<file path="config.mk">
export PLATFORM = sky130hd
export DESIGN_NAME = tiered_ring_smoothing_filter_top
export DESIGN_NICKNAME = d
export VERILOG_FILES = /design/src/rtl/trsf_pkg.sv /design/src/rtl/trsf_divider.sv /design/src/rtl/trsf_ring.sv /design/src/rtl/tiered_ring_smoothing_filter_top.sv
export VERILOG_INCLUDE_DIRS = /design/src /design/src/rtl
export SDC_FILE = /design/constraint.sdc
export NUM_CORES = 2
export LEC_CHECK = 0
export ABC_CLOCK_PERIOD_IN_PS = 16329
export BUFFER_PORTS_ARGS = -buffer_cell sky130_fd_sc_hd__buf_2
export CAP_MARGIN = 30
export CORE_ASPECT_RATIO = 0.75
export CORE_MARGIN = 10
export CORE_UTILIZATION = 60
export DETAILED_ROUTE_END_ITERATION = 8
export HOLD_SLACK_MARGIN = 0.08
export PLACE_DENSITY = 0.77
export REMOVE_ABC_BUFFERS = 1
export SLEW_MARGIN = 5
export SYNTH_ARGS = -nofsm -noshare
export SYNTH_HDL_FRONTEND = slang
export SYNTH_HIERARCHICAL = 1
export SYNTH_SLANG_ARGS = --single-unit
</file>
<file path="constraint.sdc">
create_clock -name clock -period 16.33 [get_ports clock]
set_input_delay 0.8165 -clock clock [delete_from_list [all_inputs] [get_ports clock]]
set_output_delay 0.8165 -clock clock [all_outputs]
set_load 0.05 [all_outputs]
</file>
<file path="src/rtl/tiered_ring_smoothing_filter_top_assert.svh">
// Assertion macros shared by the tiered ring smoothing filter RTL.
`ifndef TIERED_RING_SMOOTHING_FILTER_TOP_ASSERT_SVH
`define TIERED_RING_SMOOTHING_FILTER_TOP_ASSERT_SVH

// Consequent checked in the same cycle as the antecedent.
`define TRSF_ASSERT_SAME(label, clk, rst, ante, cons, msg) \
   label: assert property (@(posedge clk) disable iff (rst) (ante) |-> (cons)) \
      else $error(msg);

// Consequent checked in the cycle after the antecedent.
`define TRSF_ASSERT_NEXT(label, clk, rst, ante, cons, msg) \
   label: assert property (@(posedge clk) disable iff (rst) (ante) |=> (cons)) \
      else $error(msg);

`endif

</file>
<file path="src/rtl/trsf_pkg.sv">
// Package with the types and constants of the tiered ring smoothing filter.
package trsf_pkg;

   localparam int RING_DEPTH_DEF = 16;
   localparam int DATA_W         = 32;
   localparam int THR_W          = 31;
   localparam int WIN_W          = 5;
   localparam int REM_W          = 32;
   localparam int FRAC_W         = 17;
   localparam int FRAC_STEPS     = 16;
   localparam int CSR_IDX_W      = 2;

   localparam logic [FRAC_W-1:0] FRAC_ONE   = 17'h10000;
   localparam logic [WIN_W-1:0]  WIN_RESET  = 5'd16;

   localparam logic [CSR_IDX_W-1:0] CSR_LOWER  = 2'd0;
   localparam logic [CSR_IDX_W-1:0] CSR_UPPER  = 2'd1;
   localparam logic [CSR_IDX_W-1:0] CSR_WINDOW = 2'd2;

   typedef struct packed {
      logic busy;
      logic done;
   } trsf_div_stat_type;

   typedef enum logic [2:0] {
      ST_IDLE,
      ST_FRAC,
      ST_FDIV,
      ST_SCALE,
      ST_WRITE,
      ST_SUM,
      ST_SDIV,
      ST_FINISH
   } trsf_state_type;

endpackage

</file>
<file path="src/rtl/trsf_divider.sv">
// Shared restoring divider, one quotient bit per cycle.
module trsf_divider
   import trsf_pkg::*;
#(
   parameter int QUO_W  = 36,
   parameter int STEP_W = $clog2(QUO_W + 1)
) (
   input  logic                   clock,
   input  logic                   reset,
   input  logic                   start,
   input  logic [REM_W-1:0]       rem_init,
   input  logic [QUO_W-1:0]       quo_init,
   input  logic [REM_W-1:0]       divisor,
   input  logic [STEP_W-1:0]      steps,
   output trsf_div_stat_type      stat,
   output logic [QUO_W-1:0]       quotient
);

   logic [REM_W-1:0]  rem_ff, rem_in;
   logic [QUO_W-1:0]  quo_ff, quo_in;
   logic [REM_W-1:0]  dvs_ff, dvs_in;
   logic [STEP_W-1:0] cnt_ff, cnt_in;
   logic              busy_ff, busy_in;
   logic              done_ff, done_in;
   logic [REM_W:0]    shifted;
   logic [REM_W:0]    diff;

   assign shifted = {rem_ff, quo_ff[QUO_W-1]};
   assign diff    = shifted - {1'b0, dvs_ff};

   always_comb begin
      rem_in  = rem_ff;
      quo_in  = quo_ff;
      dvs_in  = dvs_ff;
      cnt_in  = cnt_ff;
      busy_in = busy_ff;
      done_in = 1'b0;
      if (start) begin
         rem_in  = rem_init;
         quo_in  = quo_init;
         dvs_in  = divisor;
         cnt_in  = steps;
         busy_in = 1'b1;
      end else if (busy_ff) begin
         if (!diff[REM_W]) begin
            rem_in = diff[REM_W-1:0];
            quo_in = {quo_ff[QUO_W-2:0], 1'b1};
         end else begin
            rem_in = shifted[REM_W-1:0];
            quo_in = {quo_ff[QUO_W-2:0], 1'b0};
         end
         cnt_in = cnt_ff - STEP_W'(1);
         if (cnt_ff == STEP_W'(1)) begin
            busy_in = 1'b0;
            done_in = 1'b1;
         end
      end
   end

   always_ff @(posedge clock) begin
      if (reset) begin
         busy_ff <= 1'b0;
         done_ff <= 1'b0;
      end else begin
         busy_ff <= busy_in;
         done_ff <= done_in;
      end
      rem_ff <= rem_in;
      quo_ff <= quo_in;
      dvs_ff <= dvs_in;
      cnt_ff <= cnt_in;
   end

   assign stat.busy = busy_ff;
   assign stat.done = done_ff;
   assign quotient  = quo_ff;

endmodule

</file>
<file path="src/rtl/trsf_ring.sv">
// Sample ring memory with per-entry valid bits and a registered read port.
module trsf_ring
   import trsf_pkg::*;
#(
   parameter int DEPTH = RING_DEPTH_DEF,
   parameter int AW    = $clog2(DEPTH)
) (
   input  logic              clock,
   input  logic              reset,
   input  logic              clear,
   input  logic              wr_en,
   input  logic [AW-1:0]     wr_addr,
   input  logic [DATA_W-1:0] wr_data,
   input  logic              rd_en,
   input  logic [AW-1:0]     rd_addr,
   output logic [DATA_W-1:0] rd_data
);

   logic [DATA_W-1:0] mem [DEPTH];
   logic [DEPTH-1:0]  valid_ff;
   logic [DATA_W-1:0] rd_data_ff;

   always_ff @(posedge clock) begin
      if (wr_en) begin
         mem[wr_addr] <= wr_data;
      end
   end

   always_ff @(posedge clock) begin
      if (reset || clear) begin
         valid_ff <= '0;
      end else if (wr_en) begin
         valid_ff[wr_addr] <= 1'b1;
      end
   end

   always_ff @(posedge clock) begin
      if (rd_en) begin
         rd_data_ff <= valid_ff[rd_addr] ? mem[rd_addr] : '0;
      end
   end

   assign rd_data = rd_data_ff;

endmodule

</file>
<file path="src/rtl/tiered_ring_smoothing_filter_top.sv">
// Top level of the tiered ring smoothing filter with its sequencer.
//
// Input words arrive on req_ (tuser = kind, tdata = signed Q16.16 sample).
// A clear word zeroes the ring and the write position and
// gives no result. A filter word gives one result word on rsp_ (tdata =
// smoothed value, tuser = saturation flag).
// A filter word passes the states FRAC, FDIV (only when the magnitude lies
// strictly between the thresholds), SCALE, WRITE, SUM, SDIV and FINISH,
// where SUM adds up the effective window of ring entries and SDIV divides
// the window sum, of 32 + log2(RING_DEPTH) bits, by the window length.
// One restoring divider is shared between the fraction and the window mean,
// and SUM reads the ring through its single read port.
// req_tready is high only while the sequencer is idle.
// The result sits in an output register; a stalled receiver lets the block
// take and work on the next word, which then waits before its last step.
// Reset empties the ring, sets the write position to zero and loads the
// register defaults (thresholds zero, window sixteen). Registers are to be
// written on csr_ only while the block is idle, which it does not enforce.
module tiered_ring_smoothing_filter_top
   import trsf_pkg::*;
#(
   parameter int RING_DEPTH = RING_DEPTH_DEF
) (
   input  logic                 clock,
   input  logic                 reset,
   input  logic                 req_tvalid,
   output logic                 req_tready,
   input  logic [DATA_W-1:0]    req_tdata,   // [31:0] sample_value
   input  logic                 req_tuser,   // [0] kind
   output logic                 rsp_tvalid,
   input  logic                 rsp_tready,
   output logic [DATA_W-1:0]    rsp_tdata,   // [31:0] smoothed_value
   output logic                 rsp_tuser,   // [0] saturated
   input  logic                 csr_valid,
   output logic                 csr_ready,
   input  logic [CSR_IDX_W-1:0] csr_index,
   input  logic [DATA_W-1:0]    csr_wdata
);

   localparam int AW     = $clog2(RING_DEPTH);
   localparam int CW     = $clog2(RING_DEPTH + 1);
   localparam int SUM_W  = DATA_W + $clog2(RING_DEPTH);
   localparam int STEP_W = $clog2(SUM_W + 1);
   localparam int RES_W  = DATA_W + 2;

   trsf_state_type state_ff, state_in;

   logic [THR_W-1:0]        lower_ff, upper_ff;
   logic [WIN_W-1:0]        window_ff;
   logic [DATA_W-1:0]       v_ff, v_in;
   logic [DATA_W-1:0]       mag_ff, mag_in;
   logic [FRAC_W-1:0]       frac_ff, frac_in;
   logic [DATA_W-1:0]       part_ff, part_in;
   logic [DATA_W:0]         imm_ff, imm_in;
   logic [AW-1:0]           wpos_ff, wpos_in;
   logic [AW-1:0]           addr_ff, addr_in;
   logic [CW-1:0]           cnt_ff, cnt_in;
   logic                    issued_ff, issued_in;
   logic [SUM_W-1:0]        sum_ff, sum_in;
   logic [CW-1:0]           win_ff, win_in;
   logic [RES_W-1:0]        res_ff, res_in;
   logic                    rsp_valid_ff, rsp_valid_in;
   logic [DATA_W-1:0]       rsp_data_ff, rsp_data_in;
   logic                    rsp_sat_ff, rsp_sat_in;

   logic                    div_start;
   logic [REM_W-1:0]        div_rem_init;
   logic [SUM_W-1:0]        div_quo_init;
   logic [REM_W-1:0]        div_divisor;
   logic [STEP_W-1:0]       div_steps;
   trsf_div_stat_type       div_stat;
   logic [SUM_W-1:0]        div_quotient;

   logic                    ring_clear;
   logic                    ring_wr_en;
   logic                    ring_rd_en;
   logic [DATA_W-1:0]       ring_rd_data;

   logic [2*DATA_W-16:0]    prod;
   logic [DATA_W:0]         s_val;
   logic [SUM_W-1:0]        sum_abs;
   logic [DATA_W:0]         q_signed;
   logic                    res_sat;
   logic                    out_free;

   assign req_tready = (state_ff == ST_IDLE);
   assign csr_ready  = 1'b1;
   assign out_free   = !rsp_valid_ff || rsp_tready;

   assign prod    = (2*DATA_W-15)'(mag_ff) * (2*DATA_W-15)'(FRAC_ONE - frac_ff);
   assign s_val   = v_ff[DATA_W-1] ? (-{1'b0, part_ff}) : {1'b0, part_ff};
   assign sum_abs = sum_ff[SUM_W-1] ? (-sum_ff) : sum_ff;
   assign q_signed = sum_ff[SUM_W-1] ? (-{1'b0, div_quotient[DATA_W-1:0]})
                                     : {1'b0, div_quotient[DATA_W-1:0]};
   assign res_sat = (res_ff[RES_W-1:DATA_W-1] != '0) && (res_ff[RES_W-1:DATA_W-1] != '1);

   always_ff @(posedge clock) begin
      if (reset) begin
         lower_ff  <= '0;
         upper_ff  <= '0;
         window_ff <= WIN_RESET;
      end else if (csr_valid && csr_ready) begin
         case (csr_index)
            CSR_LOWER:  lower_ff  <= csr_wdata[THR_W-1:0];
            CSR_UPPER:  upper_ff  <= csr_wdata[THR_W-1:0];
            CSR_WINDOW: window_ff <= csr_wdata[WIN_W-1:0];
            default:    ;
         endcase
      end
   end

   always_comb begin
      state_in     = state_ff;
      v_in         = v_ff;
      mag_in       = mag_ff;
      frac_in      = frac_ff;
      part_in      = part_ff;
      imm_in       = imm_ff;
      wpos_in      = wpos_ff;
      addr_in      = addr_ff;
      cnt_in       = cnt_ff;
      issued_in    = 1'b0;
      sum_in       = sum_ff;
      win_in       = win_ff;
      res_in       = res_ff;
      rsp_valid_in = rsp_valid_ff && !rsp_tready;
      rsp_data_in  = rsp_data_ff;
      rsp_sat_in   = rsp_sat_ff;
      div_start    = 1'b0;
      div_rem_init = '0;
      div_quo_init = '0;
      div_divisor  = '0;
      div_steps    = '0;
      ring_clear   = 1'b0;
      ring_wr_en   = 1'b0;
      ring_rd_en   = 1'b0;

      case (state_ff)
         ST_IDLE: begin
            if (req_tvalid) begin
               if (req_tuser) begin
                  ring_clear = 1'b1;
                  wpos_in    = '0;
               end else begin
                  v_in     = req_tdata;
                  mag_in   = req_tdata[DATA_W-1] ? (~req_tdata + DATA_W'(1)) : req_tdata;
                  state_in = ST_FRAC;
                  if (window_ff == '0) begin
                     win_in = CW'(1);
                  end else if (32'(window_ff) > RING_DEPTH) begin
                     win_in = CW'(RING_DEPTH);
                  end else begin
                     win_in = CW'(window_ff);
                  end
               end
            end
         end
         ST_FRAC: begin
            state_in = ST_SCALE;
            if ((upper_ff <= lower_ff) || (mag_ff >= {1'b0, upper_ff})) begin
               frac_in = FRAC_ONE;
            end else if (mag_ff <= {1'b0, lower_ff}) begin
               frac_in = '0;
            end else begin
               div_start    = 1'b1;
               div_rem_init = mag_ff - {1'b0, lower_ff};
               div_divisor  = {1'b0, upper_ff - lower_ff};
               div_steps    = STEP_W'(FRAC_STEPS);
               state_in     = ST_FDIV;
            end
         end
         ST_FDIV: begin
            if (div_stat.done) begin
               frac_in  = {1'b0, div_quotient[FRAC_STEPS-1:0]};
               state_in = ST_SCALE;
            end
         end
         ST_SCALE: begin
            part_in  = prod[2*DATA_W-1-16:16];
            state_in = ST_WRITE;
         end
         ST_WRITE: begin
            imm_in     = {v_ff[DATA_W-1], v_ff} - s_val;
            wpos_in    = (wpos_ff == '0) ? AW'(RING_DEPTH - 1) : (wpos_ff - AW'(1));
            ring_wr_en = 1'b1;
            addr_in    = wpos_in;
            cnt_in     = '0;
            sum_in     = '0;
            state_in   = ST_SUM;
         end
         ST_SUM: begin
            if (cnt_ff < win_ff) begin
               ring_rd_en = 1'b1;
               issued_in  = 1'b1;
               cnt_in     = cnt_ff + CW'(1);
               addr_in    = (addr_ff == AW'(RING_DEPTH - 1)) ? '0 : (addr_ff + AW'(1));
            end
            if (issued_ff) begin
               sum_in = sum_ff + {{(SUM_W-DATA_W){ring_rd_data[DATA_W-1]}}, ring_rd_data};
            end else if (cnt_ff == win_ff) begin
               div_start    = 1'b1;
               div_quo_init = sum_abs;
               div_divisor  = REM_W'(win_ff);
               div_steps    = STEP_W'(SUM_W);
               state_in     = ST_SDIV;
            end
         end
         ST_SDIV: begin
            if (div_stat.done) begin
               res_in   = {q_signed[DATA_W], q_signed} + {imm_ff[DATA_W], imm_ff};
               state_in = ST_FINISH;
            end
         end
         ST_FINISH: begin
            if (out_free) begin
               rsp_valid_in = 1'b1;
               rsp_sat_in   = res_sat;
               if (!res_sat) begin
                  rsp_data_in = res_ff[DATA_W-1:0];
               end else if (res_ff[RES_W-1]) begin
                  rsp_data_in = {1'b1, {(DATA_W-1){1'b0}}};
               end else begin
                  rsp_data_in = {1'b0, {(DATA_W-1){1'b1}}};
               end
               state_in = ST_IDLE;
            end
         end
         default: begin
            state_in = ST_IDLE;
         end
      endcase
   end

   always_ff @(posedge clock) begin
      if (reset) begin
         state_ff     <= ST_IDLE;
         wpos_ff      <= '0;
         issued_ff    <= 1'b0;
         rsp_valid_ff <= 1'b0;
      end else begin
         state_ff     <= state_in;
         wpos_ff      <= wpos_in;
         issued_ff    <= issued_in;
         rsp_valid_ff <= rsp_valid_in;
      end
      v_ff        <= v_in;
      mag_ff      <= mag_in;
      frac_ff     <= frac_in;
      part_ff     <= part_in;
      imm_ff      <= imm_in;
      addr_ff     <= addr_in;
      cnt_ff      <= cnt_in;
      sum_ff      <= sum_in;
      win_ff      <= win_in;
      res_ff      <= res_in;
      rsp_data_ff <= rsp_data_in;
      rsp_sat_ff  <= rsp_sat_in;
   end

   trsf_divider #(
      .QUO_W  (SUM_W),
      .STEP_W (STEP_W)
   ) u_divider (
      .clock    (clock),
      .reset    (reset),
      .start    (div_start),
      .rem_init (div_rem_init),
      .quo_init (div_quo_init),
      .divisor  (div_divisor),
      .steps    (div_steps),
      .stat     (div_stat),
      .quotient (div_quotient)
   );

   trsf_ring #(
      .DEPTH (RING_DEPTH),
      .AW    (AW)
   ) u_ring (
      .clock   (clock),
      .reset   (reset),
      .clear   (ring_clear),
      .wr_en   (ring_wr_en),
      .wr_addr (wpos_in),
      .wr_data (s_val[DATA_W-1:0]),
      .rd_en   (ring_rd_en),
      .rd_addr (addr_ff),
      .rd_data (ring_rd_data)
   );

   assign rsp_tvalid = rsp_valid_ff;
   assign rsp_tdata  = rsp_data_ff;
   assign rsp_tuser  = rsp_sat_ff;

`include "tiered_ring_smoothing_filter_top_assert.svh"

   `TRSF_ASSERT_NEXT(a_busy_after_sample, clock, reset, req_tvalid && req_tready && !req_tuser, !req_tready, "sequencer still ready after a sample word")
   `TRSF_ASSERT_SAME(a_div_start_idle, clock, reset, div_start, !div_stat.busy, "divider started while busy")
   `TRSF_ASSERT_SAME(a_div_done_waited, clock, reset, div_stat.done, state_ff == ST_FDIV || state_ff == ST_SDIV, "divider finished with nobody waiting")
   `TRSF_ASSERT_SAME(a_sat_clipped, clock, reset, rsp_tvalid && rsp_tuser, rsp_tdata == 32'h7FFF_FFFF || rsp_tdata == 32'h8000_0000, "saturated word not at a range limit")

endmodule

</file>
==> impl_metrics.tcl <==
set metrics [dict create \
    outcome "complete, no violations" \
    drt_drc_violations_left 0 \
    ant_nets 0 \
    grt_pass1_wl_mm 283 \
    cts_tree "yes" \
    die_y_um 313 \
    fin_util_pct 65.7 \
    clock.fmax_mhz 105 \
    synth_area_um2 68700 \
    rr_worst_depth 28 \
    antenna_found_initial 40 \
    syn_to_final_growth_pct 8.75 \
    worst-path-max-fanout 33 \
    yosysWarnings 6 \
    vias 48068 \
    crit_required_ns 16.76 \
    hold_buffers 0 \
    cts.sinks 1006 \
    worst_pin_slew_ns 1.09 \
    post-cts-setup-buffers 0 \
    crit_top_cell "fa_1" \
    avgSynthCellArea_um2 11.1 \
    crit_type "reg -> reg" \
    drv_cap 0 \
    fin_crit_sh_pct 58.3 \
    wl_per_cell_um 23.5 \
    finalNetCount 7173 \
    final-hold-violation-count 0 \
    fin_setup_tns_ns 0 \
    dieArea_um2 129000 \
    fin_area_um2 74700 \
    slew_headroom_pct 27.4 \
    row_count 107 \
    crit_path_end_kind "flop" \
    gp_congestion 0.954 \
    cp_slowest_cell "nor4b_1" \
    fp.coreArea_um2 114000 \
    grt_usage_pct 28.4 \
    clockBufferDepth 3 \
    hold_depth 1 \
    dpl.cell_count 7656 \
    initial_core_util_pct 60.4 \
    root_buffer "clkbuf_16" \
    post_route_cells_drive_above_1_share_pct 10.2 \
    rsz0062_at_grt "no" \
    fillers 8341 \
    path_clk_slew_ns 0.07 \
    clock_latency_ns 0.71 \
    die_x_um 411 \
    syn_inst 6165 \
    numPortBuffers 105 \
    period_minus_slack_ns 9.52 \
    finalSetupViolations 0 \
    clock_skew_ns 0.0527 \
    hp-class "in -> reg" \
    dpl_cell_area_um2 71300 \
    fin_cells 7860 \
    io_pins 108 \
    first_pass_iters 8 \
    slew_viol_final 0 \
    overflow 0 \
    place_hpwl_mm 128 \
    cts_buffers 97 \
    vias_per_cell 6.12 \
    cts_resized 0 \
    cp-start-kind "flop" \
    drt-initial-drc-count 5994 \
    routed_wl_mm 185 \
    h-tree-depth 3 \
    grt_max_degree 137 \
    worstPathArrival_ns 9.95 \
    first_global_vias 47524 \
    slowest_delay_ns 0.69 \
]
-- per-layer routing --
layer  track usage [%]  part of all wire (%)  vias to the layer above
li1                  -                     -                    21288
met1              40.8                    40                    23649
met2              41.1                    43                     2695
met3              9.12                    14                      406
met4              8.85                   3.2                       30
met5                 0                 0.078                        -
-- worst max-delay path: cells and delay by family, from the launching register on --
kind / cells / cell delay, ns
AND/OR/NAND/NOR: 7 / 2.00
AO/OA/AOI/OAI: 6 / 1.91
buffers and inverters: 5 / 0.57
flip-flops: 1 / 0.38
adder cells (fa/ha/maj): 8 / 3.79
XOR/XNOR: 2 / 0.56
-- cells in the final DEF, fill, tap and decap left out, types with 48 or more instances in the layout --
master and instances:
ha_1 381, nand2_1 756, nor2_1 365, o21ai_0 164
buf_2 106, mux4_2 132, dfxtp_1 94, clkbuf_16 97
a22oi_1 68, fa_1 485, xnor2_1 199, a21o_1 103
inv_1 807, xor2_1 118, buf_4 115, o21a_1 54
edfxtp_1 912, o31ai_1 48, nand3_1 63, a21oi_1 295
and2_1 164, nor3_1 71
-- state kept, by name (all words and copies together), names as in the netlist, 32 cells and up --
| signal | flops |
|---|---|
| rsp_tdata | 32 |
| u_divider/quotient | 36 |
| part_ff | 32 |
| imm_ff | 33 |
| res_ff | 34 |
| sum_ff | 36 |
| u_ring/mem | 512 |
| u_ring/rd_data | 32 |
| v_ff | 32 |
| u_divider/dvs_ff | 32 |
| u_divider/rem_ff | 32 |
-- per-stage QoR --
stage | hold slack (ns) | worst slack, ns
final | 0.340 | 6.81
after global routing | 0.339 | 6.37
after CTS | 0.312 | 6.44
after detailed placement | 0.447 | 6.56
after global placement | 0.442 | 6.78
after floorplan | 0.430 | 7.47
-- path summary, 6_finish.rpt --
path                                     from     endpoint  slack, ns
worst max register to register     frac_ff[0]  part_ff[16]       6.81
worst min-delay path            req_tdata[18]     v_ff[18]       0.34
worst min register to register    lower_ff[1]  lower_ff[1]       0.46
worst max-delay path               frac_ff[0]  part_ff[16]       6.81
-- area by class of cell --
class,instances,area [µm²],area share (%)
Antenna cell,17,42.5,0.0569
Clock buffer,124,2590,3.46
Clock inverter,57,651,0.871
Inverter,808,3030,4.06
Multi-Input combinational cell,4091,35600,47.6
Sequential cell,1006,29300,39.2
Tap cell,1526,1910,2.56
Timing Repair Buffer,231,1640,2.20
Power is not shown: default switching activity piles up to over one toggle a cycle in this logic, so the estimate is an artifact.
